===== src/hw/rtl/sbfh_div_pipe.sv =====
// Pipelined restoring divider, one quotient bit per stage.
module sbfh_div_pipe #(
    parameter int DVD_W = 32,
    parameter int DIV_W = 16,
    parameter int Q_W   = 16,
    parameter int PAY_W = 1
) (
    input  logic             clk,
    input  logic             rst_n,
    input  logic             in_valid,
    input  logic [DVD_W-1:0] in_dividend,
    input  logic [DIV_W-1:0] in_divisor,
    input  logic [PAY_W-1:0] in_pay,
    output logic             out_valid,
    output logic [Q_W-1:0]   out_quot,
    output logic [PAY_W-1:0] out_pay
);

    // quotient must fit in Q_W bits: upper dividend part below divisor
    logic [DIV_W-1:0] rem_reg [Q_W];
    logic [Q_W-1:0]   quo_reg [Q_W];
    logic [DIV_W-1:0] dvs_reg [Q_W];
    logic [PAY_W-1:0] pay_reg [Q_W];
    logic [Q_W-1:0]   vld_reg;

    for (genvar j = 0; j < Q_W; j++) begin : g_stage
        logic [DIV_W-1:0] rem_prev;
        logic [Q_W-1:0]   quo_prev;
        logic [DIV_W-1:0] dvs_prev;
        logic [PAY_W-1:0] pay_prev;
        logic             vld_prev;
        logic [DIV_W:0]   trial;
        logic             ge;
        logic [DIV_W-1:0] rem_next;
        logic [Q_W-1:0]   quo_next;

        if (j == 0) begin : g_first
            assign rem_prev = DIV_W'(in_dividend[DVD_W-1:Q_W]);
            assign quo_prev = in_dividend[Q_W-1:0];
            assign dvs_prev = in_divisor;
            assign pay_prev = in_pay;
            assign vld_prev = in_valid;
        end else begin : g_next
            assign rem_prev = rem_reg[j-1];
            assign quo_prev = quo_reg[j-1];
            assign dvs_prev = dvs_reg[j-1];
            assign pay_prev = pay_reg[j-1];
            assign vld_prev = vld_reg[j-1];
        end

        assign trial    = {rem_prev, quo_prev[Q_W-1]};
        assign ge       = trial >= {1'b0, dvs_prev};
        assign rem_next = ge ? DIV_W'(trial - {1'b0, dvs_prev}) : trial[DIV_W-1:0];
        assign quo_next = {quo_prev[Q_W-2:0], ge};

        always_ff @(posedge clk or negedge rst_n)
        begin
            if (!rst_n)
            begin
                vld_reg[j] <= 1'b0;
            end
            else
            begin
                vld_reg[j] <= vld_prev;
            end
        end

        always_ff @(posedge clk)
        begin
            rem_reg[j] <= rem_next;
            quo_reg[j] <= quo_next;
            dvs_reg[j] <= dvs_prev;
            pay_reg[j] <= pay_prev;
        end
    end

    assign out_valid = vld_reg[Q_W-1];
    assign out_quot  = quo_reg[Q_W-1];
    assign out_pay   = pay_reg[Q_W-1];

endmodule


===== config.mk =====
export PLATFORM = sky130hd
export DESIGN_NAME = sbfh_div_pipe
export DESIGN_NICKNAME = d
export VERILOG_FILES = /design/src/hw/rtl/sbfh_div_pipe.sv
export SDC_FILE = /design/constraint.sdc
export NUM_CORES = 1
export LEC_CHECK = 0
export BUFFER_PORTS_ARGS = -buffer_cell sky130_fd_sc_hd__buf_2
export CAP_MARGIN = 20
export CORE_UTILIZATION = 40
export CTS_BUF_LIST = sky130_fd_sc_hd__clkbuf_4
export DETAILED_ROUTE_END_ITERATION = 10
export PLACE_DENSITY = 0.56
export SETUP_SLACK_MARGIN = 0.15
export SYNTH_ARGS = -nofsm -noshare
export SYNTH_HDL_FRONTEND = slang
export SYNTH_SLANG_ARGS = --single-unit

===== constraint.sdc =====
create_clock -name clk -period 3.25 [get_ports clk]
set_input_delay 0.1625 -clock clk [delete_from_list [all_inputs] [get_ports clk]]
set_output_delay 0.1625 -clock clk [all_outputs]
set_load 0.01 [all_outputs]

# Yosys cells after proc, flatten, opt, wreduce, memory -nomap -nowiden
# Memory sizes are Yosys's and may differ from the RTL's.
# Cells that the tools add are included.
# totals
romBits	0
latchBits	0
input_bits	52
ff_bits	16
memories	4
mem_bits_rw	784
out_inout_bits	18
# classes
order_cmp	16
reduce_logical	0
add_sub_neg	16
muxes	16
n_mul	0
bitwise_logic	0
n_eq_ne	0
shifts	0
div	0
# mem_list
memory	words	word_bits	rd	rd_ports_with_merged_regs	wr	line	source
dvs_reg	16	16	15	0	16	22	logic [DIV_W-1:0] dvs_reg [Q_W];
quo_reg	16	16	16	0	16	21	logic [Q_W-1:0] quo_reg [Q_W];
rem_reg	16	16	15	0	16	20	logic [DIV_W-1:0] rem_reg [Q_W];
pay_reg	16	1	16	0	16	23	logic [PAY_W-1:0] pay_reg [Q_W];
# ops
op	n
17-bit by 16-bit >= comparator with 1-bit output	16
16-bit two-way mux	16
16-bit subtractor	16

# Depth between registers and ports, before layout
# depth
depth_word	2
depth_mapped	12

# Worst setup path before layout
# No wires, ideal clock.
# synth_timing
path_kind	flip-flop to flip-flop
from	memory dvs_reg[6][1], in the netlist dvs_reg[0][97]
to	memory rem_reg[7][10]
setup_ns	0.123
slack_ns	0.528
t_arrival_ns	2.599
required_ns	3.127
n_path_buf	1
stages_incl_launch_ff	12
path_cell_list	dfxtp_1 -> inv_1 -> ha_1 -> nor2b_1 -> o31ai_2 -> a31oi_1 -> nand3_1 -> nand2_1 -> a311o_1 -> a211oi_4 -> buf_6 -> mux2_1
# synth_rtl
element	line
start, declared	22
end, declared	20

==> reports/results.tsv <==
metric	value	unit
synth-seq-cells	768	
min-delay-start	in_dividend[15]	
synth.top_cell.area_share	50.0	%
synth_ff_type	dfxtp_1	
p_leak	16.4	nW
period_minus_slack	3.03	ns
synth_warnings	0	
antenna_found_initial	2	
route.detailed.drc	0	
largest_reg_flops	256	
post_route_cells_drive_above_1_share	14.5	%
power.density	1050	mW/mm²
clk_latency	1.03	ns
initial_utilization	40.4	%
synth_compound_area_share	14.7	%
avgSynthCellArea	10.2	µm²
root_buffer	clkbuf_4	
gp_congestion	0.913	
drv_cap	0	
netlist_instances	2943	
wl_per_cell	14.4	µm
setup_tns	0	ns
drt-total-wl	64.1	mm
routed_via_density	4.86	
ir_drop	0.379	mV
fillerInstances	6851	
die_y	276	µm
drv_slew	0	
outcome	complete, no violations	
cts.path.max_buffers	3	
core_area	0.0744	mm²
post-dp-hpwl	47.1	mm
synthDistinctLibCells	73	
yosys.area_share.simple	9.02	%
final_cell_mix	752 x dfxtp_1, 335 x inv_1, 267 x clkbuf_4	
area_growth	18.3	%
syn_nets	3266	
grt_pass1_wl	106	mm
r2r_slack	0.30	ns
rsz0062_at_grt	false	
dieArea	0.0763	mm²
synth_top_family_by_area	compound AO/OA/AOI/OAI gates	
ioPinCount	70	
synth_top_area_cell	dfxtp_1	
synth_xor_area_share	4.71	%
clk_pin_slew	0.06	ns
num_vias	21600	
cp-end-kind	flip-flop	
h-tree-depth	4	
synth_area_leaders	dfxtp_1 50%, ha_1 11%, inv_1 4.2%, o21ai_0 3.4%, a21oi_1 2.9%	
hold_viol_final	0	
tightest_slew	0.798	ns
multi_input_area	0.0133	mm²
worst-endpoint-arrival	3.99	ns
fmax	0.330	GHz
crit_required	4.21	ns
gr-usage-all-layers	16.9	%
period_share	93.3	%
final-seq-area	0.0155	mm²
path_class	in -> reg	
grt_pass1_vias	21900	
synth_adder_area_share	11.6	%
cts_buffers	199	
async_flop_share	2.08	%
synth_edf_count	0	
drt_pass1_iterations	5	
synth_sequential_area_ratio	51.3	%
grt_remaining_overflow	0	
final_common_cell	dfxtp_1	
ff2ff_path_depth	10	
clock-sinks	768	
reg2reg_to	rem_reg[3][6]	
synth_mux_area_share	3.76	%
initialDrtViolationCount	1192	
slew_headroom	46.1	%
grt_max_degree	33	
nNetsFinal	3647	
cts_tree	yes	
synth_area	0.0301	mm²
numPortBuffers	69	
min_to	rem_reg[0][0]	
num_rows	100	
cts_post_setup_buffers_inserted	0	
worstHoldPathCells	5	
hold_path_class	in -> reg	
rr_startpoint	dvs_reg[0][33]	
skew	0.0900	ns
placedCellCount	3975	
crit_fanout	4	
instances_no_fill	4449	
finalSetupViolCount	0	
postRouteAntennaNets	0	
startpoint_type	input port	
fp.dieW	276	µm
[timing repair]
item	4_1_cts	5_1_grt
endpoints found under the hold margin	66	0
hold buffers	117	0
gates resized for setup	0	14
setup endpoints to repair	0	63
[per-stage QoR]
step | power [mW] | hold slack (ns) | utilization [%] | cell area, µm² | worst slack (ns)
floorplan | 25.4 | -0.133 | - | 30100 | 0.528
global placement | 29.0 | 0.0725 | 42.7 | 31800 | 0.334
detailed placement | 29.3 | 0.0944 | 42.7 | 31800 | 0.234
CTS | 37.8 | 0.00714 | 47.7 | 35500 | 0.190
global route | 40.6 | 0.0876 | 47.8 | 35600 | 0.151
finish | 37.5 | 0.173 | 47.8 | 35600 | 0.218
[worst max path at each step]
stage,from,end,slack (ns)
global placement,dvs_reg[0][113],rem_reg[8][2],0.33
finish,in_divisor[0],rem_reg[0][15],0.22
global route,dvs_reg[1][1],rem_reg[9][2],0.15
CTS,dvs_reg[1][1],rem_reg[9][3],0.19
detailed placement,dvs_reg[1][1],rem_reg[9][3],0.23
floorplan,dvs_reg[0][97],rem_reg[7][10],0.53
[synth_stat cells (all sizes together) (24+ instances only)]
library cell / count
xnor2: 96
o21ai: 209
a211oi: 24
inv: 335
o21a: 57
o31a: 24
ha: 256
a21oi: 177
nand3: 44
dfxtp: 752
nand4: 24
nand2: 192
a21o: 55
nor2b: 48
nor3: 35
xor2: 66
mux2: 86
nand2b: 33
nor2: 148
[worst max-delay path: stages]
cell           delay, ns
dlygate4sd3_1       0.53
buf_2               0.13
dlygate4sd3_1       0.58
ha_1                0.22
nor2b_1             0.17
o31a_1              0.18
o21ai_1             0.12
a21oi_1             0.45
o221a_2             0.33
nor3_1              0.08
o31a_1              0.24
a221oi_1            0.23
dlygate4sd3_1       0.58
[cells by family after synthesis]
kind of cell	count (synthesis)
xor gates and xnor gates	162
AOI/OAI and AO/OA	690
muxes	100
DFF	768
adders and majority gates	271
and+or+nand+nor	580
buffers and inverters	372
[area by class of cell]
type	count	share of cell area, %
tap	969	3.41
antenna	5	0.0351
multi-input combinational	1803	37.4
timing repair buffer	217	5.13
clock inverter	85	1.48
clock buffer	267	5.63
sequential	768	43.4
inverter	335	3.53
[power by group]
part           switching (mW)  internal, mW
Sequential               1.30          12.2
Clock                    3.94          4.07
Combinational            8.52          7.47
Total                    13.8          23.7
[routing by layer]
metal | GRT usage [%] | part of all wire, %
met1 | 22.4 | 49
met2 | 25.7 | 43
met3 | 4.11 | 5.4
met4 | 8.08 | 2.9
met5 | 0 | 0
Note: power is estimated with default switching activity, not from simulation.
